===== config.mk =====
export PLATFORM = sky130hd
export DESIGN_NAME = car_ctrl
export DESIGN_NICKNAME = d
export VERILOG_FILES = /design/src/comb_allpass_reverb_unit_assert.svh /design/src/car_pkg.sv /design/src/car_ctrl.sv
export SDC_FILE = /design/constraint.sdc
export NUM_CORES = 1
export LEC_CHECK = 0
export BUFFER_PORTS_ARGS = -buffer_cell sky130_fd_sc_hd__buf_2
export CORE_MARGIN = 3
export CORE_UTILIZATION = 35
export CTS_CLUSTER_DIAMETER = 40
export CTS_CLUSTER_SIZE = 28
export DETAILED_ROUTE_END_ITERATION = 10
export HOLD_SLACK_MARGIN = 0.03
export PLACE_DENSITY_LB_ADDON = 0.1
export SETUP_SLACK_MARGIN = 0.4
export SYNTH_ARGS = -nofsm -noshare
export SYNTH_HDL_FRONTEND = slang
export SYNTH_SLANG_ARGS = --single-unit

===== constraint.sdc =====
create_clock -name clk_i -period 3.6 [get_ports clk_i]
set_clock_uncertainty 0.2 [all_clocks]
set_input_delay 0.72 -clock clk_i [delete_from_list [all_inputs] [get_ports clk_i]]
set_output_delay 0.72 -clock clk_i [all_outputs]
set_load 0.01 [all_outputs]

===== src/comb_allpass_reverb_unit_assert.svh =====
`ifndef COMB_ALLPASS_REVERB_UNIT_ASSERT_SVH
`define COMB_ALLPASS_REVERB_UNIT_ASSERT_SVH
// concurrent assertion helpers
`ifndef NO_ASSERTIONS
`define CAR_ASSERT(lbl, clk, rstn, prop, msg) \
  lbl: assert property (@(posedge clk) disable iff (!rstn) prop) else $error(msg);
`define CAR_ASSERT_NEXT(lbl, clk, rstn, ante, cons, msg) \
  lbl: assert property (@(posedge clk) disable iff (!rstn) (ante) |=> (cons)) else $error(msg);
`else
`define CAR_ASSERT(lbl, clk, rstn, prop, msg)
`define CAR_ASSERT_NEXT(lbl, clk, rstn, ante, cons, msg)
`endif
`endif


===== src/car_pkg.sv =====
package car_pkg;
  localparam int unsigned LineDepthDefault = 256;
  localparam int unsigned CombCount = 6;
  localparam int unsigned LineW = 24;
  localparam int unsigned SampleW = 16;
  localparam int unsigned CfgW = 48;
  localparam int unsigned CfgIdxW = 3;

  localparam logic [CfgIdxW-1:0] RegCombDelay = 3'd0;
  localparam logic [CfgIdxW-1:0] RegGainsA = 3'd1;
  localparam logic [CfgIdxW-1:0] RegGainsB = 3'd2;
  localparam logic [CfgIdxW-1:0] RegApDelay = 3'd3;
  localparam logic [CfgIdxW-1:0] RegApGain = 3'd4;
  localparam logic [CfgIdxW-1:0] RegDryMix = 3'd5;
  localparam logic [CfgIdxW-1:0] RegEnable = 3'd6;

  localparam logic [47:0] RstCombDelay = 48'd67298566413589;
  localparam logic [47:0] RstGainsA = 48'd91480011726848;
  localparam logic [47:0] RstGainsB = 48'd70369925287117;
  localparam logic [7:0] RstApDelay = 8'd13;
  localparam logic [14:0] RstApGain = 15'd16384;
  localparam logic [15:0] RstDryMix = 16'd16384;

  typedef enum logic [3:0] {
    ST_CLEAR, ST_IDLE, ST_COMB_RD, ST_COMB_MUL, ST_COMB_WR, ST_AVG,
    ST_AP_RD, ST_AP_V, ST_AP_Y, ST_MIX, ST_OUT
  } car_state_e;

  typedef struct packed {
    logic load;
    logic clr_wr;
    logic comb_rd;
    logic comb_acc;
    logic avg;
    logic ap_rd;
    logic ap_v;
    logic ap_y;
    logic mix;
    logic bypass;
    logic adv;
    logic [2:0] comb_sel;
  } car_cmd_t;

  typedef struct packed {
    logic clr_done;
  } car_stat_t;

  function automatic logic signed [LineW-1:0] sat24(input logic signed [47:0] v);
    if (v > 48'sd8388607) return 24'sh7FFFFF;
    if (v < -48'sd8388608) return 24'sh800000;
    return v[LineW-1:0];
  endfunction

  function automatic logic signed [47:0] rnd15(input logic signed [47:0] v);
    logic signed [47:0] w;
    w = v + 48'sd16384;
    return w >>> 15;
  endfunction
endpackage


===== src/car_ctrl.sv =====
module car_ctrl import car_pkg::*; (
  input  logic      clk_i,
  input  logic      rst_ni,
  input  logic      in_valid_i,
  output logic      in_ready_o,
  output logic      out_valid_o,
  input  logic      out_ready_i,
  input  logic      enable_i,
  input  car_stat_t stat_i,
  output car_cmd_t  cmd_o
);
  car_state_e state_q, state_d;
  logic [2:0] sel_q, sel_d;
  logic ov_q, ov_d;

  always_ff @(posedge clk_i or negedge rst_ni) begin
    if (!rst_ni) begin
      state_q <= ST_CLEAR;
      sel_q <= '0;
      ov_q <= 1'b0;
    end else begin
      state_q <= state_d;
      sel_q <= sel_d;
      ov_q <= ov_d;
    end
  end

  always_comb begin
    state_d = state_q;
    sel_d = sel_q;
    ov_d = ov_q;
    cmd_o = '0;
    cmd_o.comb_sel = sel_q;
    in_ready_o = 1'b0;
    if (out_ready_i) ov_d = 1'b0;
    case (state_q)
      ST_CLEAR: begin
        cmd_o.clr_wr = 1'b1;
        if (stat_i.clr_done) state_d = ST_IDLE;
      end
      ST_IDLE: begin
        in_ready_o = !ov_q || out_ready_i;
        if (in_valid_i && in_ready_o) begin
          cmd_o.load = 1'b1;
          sel_d = '0;
          if (enable_i) begin
            state_d = ST_COMB_RD;
          end else begin
            cmd_o.bypass = 1'b1;
            ov_d = 1'b1;
          end
        end
      end
      ST_COMB_RD: state_d = ST_COMB_MUL;
      // read data of the line is registered and valid in the cycle after the address
      ST_COMB_MUL: begin
        cmd_o.comb_rd = 1'b1;
        state_d = ST_COMB_WR;
      end
      ST_COMB_WR: begin
        cmd_o.comb_acc = 1'b1;
        if (sel_q == 3'(CombCount - 1)) begin
          state_d = ST_AVG;
        end else begin
          sel_d = sel_q + 3'd1;
          state_d = ST_COMB_RD;
        end
      end
      ST_AVG: begin
        cmd_o.avg = 1'b1;
        state_d = ST_AP_RD;
      end
      ST_AP_RD: begin
        cmd_o.ap_rd = 1'b1;
        state_d = ST_AP_V;
      end
      ST_AP_V: begin
        cmd_o.ap_v = 1'b1;
        state_d = ST_AP_Y;
      end
      ST_AP_Y: begin
        cmd_o.ap_y = 1'b1;
        state_d = ST_MIX;
      end
      ST_MIX: begin
        cmd_o.mix = 1'b1;
        cmd_o.adv = 1'b1;
        state_d = ST_OUT;
      end
      ST_OUT: begin
        if (!ov_q || out_ready_i) begin
          ov_d = 1'b1;
          state_d = ST_IDLE;
        end
      end
      default: state_d = ST_IDLE;
    endcase
  end

  assign out_valid_o = ov_q;
endmodule


=== Word-level counts from Yosys, hierarchy flattened ===
Cells that the tools add are included.
Widths: inputs -> output; s select.

* Output and inout port bits: 16
* Bits of input ports: 6
* Register bits after elaboration: 8

* Mux-type cells: 28
* Reductions and logical operators: 7
* Equality and inequality tests: 16
* Add/sub/neg operators: 1

{| class="wikitable"
|+ Operator list
! operator !! number
|-
| $pmux 4 s11 || 1
|-
| $mux 1 || 18
|-
| $eq 4x3->1 const B || 4
|-
| $mux 4 || 4
|-
| $eq 4x4->1 const B || 3
|-
| $ne 2x2->1 const B || 5
|-
| $mux 3 || 3
|-
| $eq 4x2->1 const B || 2
|-
| $pmux 3 s2 || 1
|-
| $eq 4x1->1 const B || 1
|-
| $logic_not 4->1 || 1
|-
| $reduce_and 4->1 || 1
|-
| $add 3x1->3 const B || 1
|-
| $eq 3x3->1 const B || 1
|-
| $reduce_and 3->1 || 1
|-
| $pmux 1 s2 || 1
|-
| $reduce_bool 2->1 || 1
|-
| $logic_and 1x1->1 || 1
|-
| $logic_not 1->1 || 1
|-
| $logic_or 1x1->1 || 1
|}

=== Depth between registers and ports, before layout ===
* Depth after elaboration: 5
* Mapped depth: 5

=== Worst setup path before layout ===
OpenSTA, ideal clock, no wires.

* Kind: flip-flop to output port
* From: reg state_q[1]
* To: out cmd_o[4] in the netlist's numbering
* Stages on the path, launching flop included: 4
* Slack: 1.329 ns
* Arrival: 1.351 ns
* Data required time: 2.680 ns
* Cells stage by stage: dfrtp_1 > or4b_1 > buf_2 > nor3_1

{| class="wikitable"
|+ RTL lines
! item !! RTL line !! source
|-
| start: declaration || car_ctrl.sv:12 || <nowiki>car_state_e state_q, state_d;</nowiki>
|-
| start signal: assignment || car_ctrl.sv:22 || <nowiki>state_q <= state_d;</nowiki>
|-
| end: declaration || car_ctrl.sv:10 || <nowiki>output car_cmd_t cmd_o</nowiki>
|}

==> flow_metrics.env <==
export IMPL_status="finished clean"
export IMPL_rows=14
export IMPL_leakage_nw=0.366
export IMPL_worst_path_buf_inv=1
export IMPL_diodes=0
export IMPL_synth_edf_count=0
export IMPL_dr_total_vias=548
export IMPL_yosysTopAreaCell="dfrtp_1"
export IMPL_die_area_sq_um=2220
export IMPL_die_y_um=47.1
export IMPL_htreeDepth=1
export IMPL_fillerInstances=172
export IMPL_synthTopCellsByCount="9 x nor2_1, 8 x dfrtp_1, 6 x nand2_1"
export IMPL_routedWlPerCell_um=12.0
export IMPL_fin_crit_sh=0.754
export IMPL_tightest_slew_ns=0.406
export IMPL_multiInputGateArea_sq_um=350
export IMPL_drv_slew=0
export IMPL_synthMuxAreaShare=0.0360
export IMPL_insertion_delay_ns=0.25
export IMPL_cp_end_kind="output port"
export IMPL_synth_top_area_frac=0.339
export IMPL_routed_via_density=5.22
export IMPL_synth_xor_area_frac=0
export IMPL_syn_num_nets=79
export IMPL_synth_top_family_by_area="simple AND/OR/NAND/NOR gates"
export IMPL_io_buffers=21
export IMPL_hold_viol=0
export IMPL_worst_ep_required_time_ns=2.68
export IMPL_synth_compound_area_share=0.174
export IMPL_worstPathMaxFanout=14
export IMPL_final_cells=105
export IMPL_start_util=0.383
export IMPL_cts_setup_buffers=0
export IMPL_wl_um=1260
export IMPL_setup_ws_ns=0.886
export IMPL_area_growth_pct=20.1
export IMPL_hold_path_class="input pin to async pin"
export IMPL_arrival_ns=1.79
export IMPL_critPathKind="flop to output port"
export IMPL_cpLargestDelayFamily="simple AND/OR/NAND/NOR gates"
export IMPL_core_sq_um=1540
export IMPL_grt_max_degree=16
export IMPL_final_nets=99
export IMPL_dr_pass1_iters=2
export IMPL_fp_dieW_um=47.1
export IMPL_clkTransAtPathRegs_ns=0.06
export IMPL_syn_area_sq_um=591
export IMPL_place_worst_setup_slack_ns=1.16
export IMPL_seq_area_frac_synth=0.339
export IMPL_first_global_vias=467
export IMPL_hold_buffers=0
export IMPL_grt_ovfl_total=0
export IMPL_cts_sinks=8
export IMPL_fin_util=0.460
export IMPL_numPlacedInstances=102
export IMPL_async_flop_share=1.00
export IMPL_synth_area_top_cells="dfrtp_1 34%, nor2_1 5.7%, nand2b_1 5.3%"
export IMPL_postRouteAntennaNets=0
export IMPL_cp_start_kind="flop"
export IMPL_grt_pass1_wl_um=2040
export IMPL_slowest_delay_ns=0.69
export IMPL_postPlaceCellArea_sq_um=687
export IMPL_crit_slowest_cell="or4b_1"
export IMPL_drc=0
export IMPL_drive_gt1_frac=0.326
export IMPL_gp_congestion=0.748
export IMPL_grt_setup_unrepaired="false"
export IMPL_synthAdderAreaFrac=0.0424
export IMPL_setup_viol=0
export IMPL_syn_area_per_cell_sq_um=8.32
export IMPL_postSynthCellCount=71
export IMPL_hpwl_um=941
export IMPL_post_cts_resized=0
export IMPL_cts_buffers=3
export IMPL_setup_tns_ns=0
export IMPL_synth_most_common_cell="nor2_1"
export IMPL_grt_antenna_before_repair=0
export IMPL_ys_seq_elements=8
export IMPL_peakVddDrop_mv=0.379
export IMPL_synth_flop_cell="dfrtp_1"
export IMPL_max_freq_mhz=368
export IMPL_power_density_nw_per_um2=856
export IMPL_post_route_min_period_ns=2.71
export IMPL_cts_tree="done"
export IMPL_first_iter_violations=4
export IMPL_slew_headroom=0.729
export IMPL_path_cells="or4b_1 > nor3_1 > buf_2"
export IMPL_synth_cell_types=36
export IMPL_yosys_area_share_simple=0.341
export IMPL_maxCapViolations=0
export IMPL_design_area_sq_um=709
export IMPL_clockBufferDepth=2
export IMPL_layout_area_seq_sq_um=200
export IMPL_grt_usage=0.128
export IMPL_synth_warnings=0
export IMPL_num_io_pins=22
export IMPL_cts_root_buf="clkbuf_4"
-- cell usage in the layout (no fill, tap or decap) --
master and count:
a31oi_1 1, inv_1 3, nor4bb_1 1, nor2_1 9, o21a_1 1, mux2_2 1, nand3_1 1, and2_1 1
or3_1 1, nand2_1 6, nor4_1 1, or4b_1 1, nor3b_1 1, and3_1 1, o21ai_0 3, a21o_1 1
a32oi_1 1, a21oi_1 1, nand2b_1 5, a21boi_0 1, nor4b_1 1, nor2b_1 1, a22o_1 1, clkbuf_4 3
or2_2 1, mux2i_1 1, dfrtp_1 8, ha_1 2, buf_2 21, o22ai_1 1, o31ai_2 1, a31o_2 1
o2111ai_1 1, nor3_1 4, nor4b_2 1
-- metal layers --
layer | GRT usage | share of wire
met4 | 0.0663 | 0
met2 | 0.182 | 0.40
met3 | 0.0115 | 0.082
met1 | 0.189 | 0.51
met5 | 0 | 0
-- per-stage QoR --
step                      hold WS (ns)  total power [mW]
after floorplan                  0.224             0.454
after global placement           0.337             0.544
after detailed placement         0.340             0.542
after CTS                       0.0975             0.614
after global routing             0.102             0.675
final                            0.100             0.607
-- flip-flops by register name (all words and copies together) (netlist names) --
signal and cells:
out_valid_o 1, sel_q 3, state_q 4
-- cell type report --
type,count,area share
timing repair buffer,21,0.148
sequential,8,0.282
clock buffer,3,0.0317
inverter,3,0.0159
multi-input combinational,54,0.494
tap,16,0.0282
-- cells by family after synthesis --
group	after synthesis
AND/OR/NAND/NOR	36
AO/OA/AOI/OAI	14
buffers and inverters	9
flip-flops	8
multiplexers	2
adder cells (fa/ha/maj)	2
-- worst paths after layout --
kind	depth (start not counted)	to	slack (ns)	from
min in group clk_i	1	sel_q[1]$_DFFE_PN0P_	0.35	sel_q[1]$_DFFE_PN0P_
max in group asynchronous	1	state_q[2]$_DFFE_PN0P_	2.93	rst_ni
worst max-delay path	3	cmd_o[4]	0.89	state_q[1]$_DFFE_PN0P_
worst min register to register	1	sel_q[1]$_DFFE_PN0P_	0.35	sel_q[1]$_DFFE_PN0P_
worst max register to register	3	state_q[1]$_DFFE_PN0P_	1.71	state_q[1]$_DFFE_PN0P_
worst min-delay path	1	state_q[3]$_DFFE_PN0P_	0.10	rst_ni
-- where the power goes --
group / internal [mW] / switching, mW
Combinational: 0.159 / 0.154
Sequential: 0.132 / 0.0944
Clock: 0.0381 / 0.0297
-- worst reg2reg max path: stages (launching register included) --
cell and delay, ns:
dfrtp_1 0.51, or4b_1 0.69, a31oi_1 0.26, o21ai_0 0.12
Note: power is estimated with default switching activity, not from simulation.
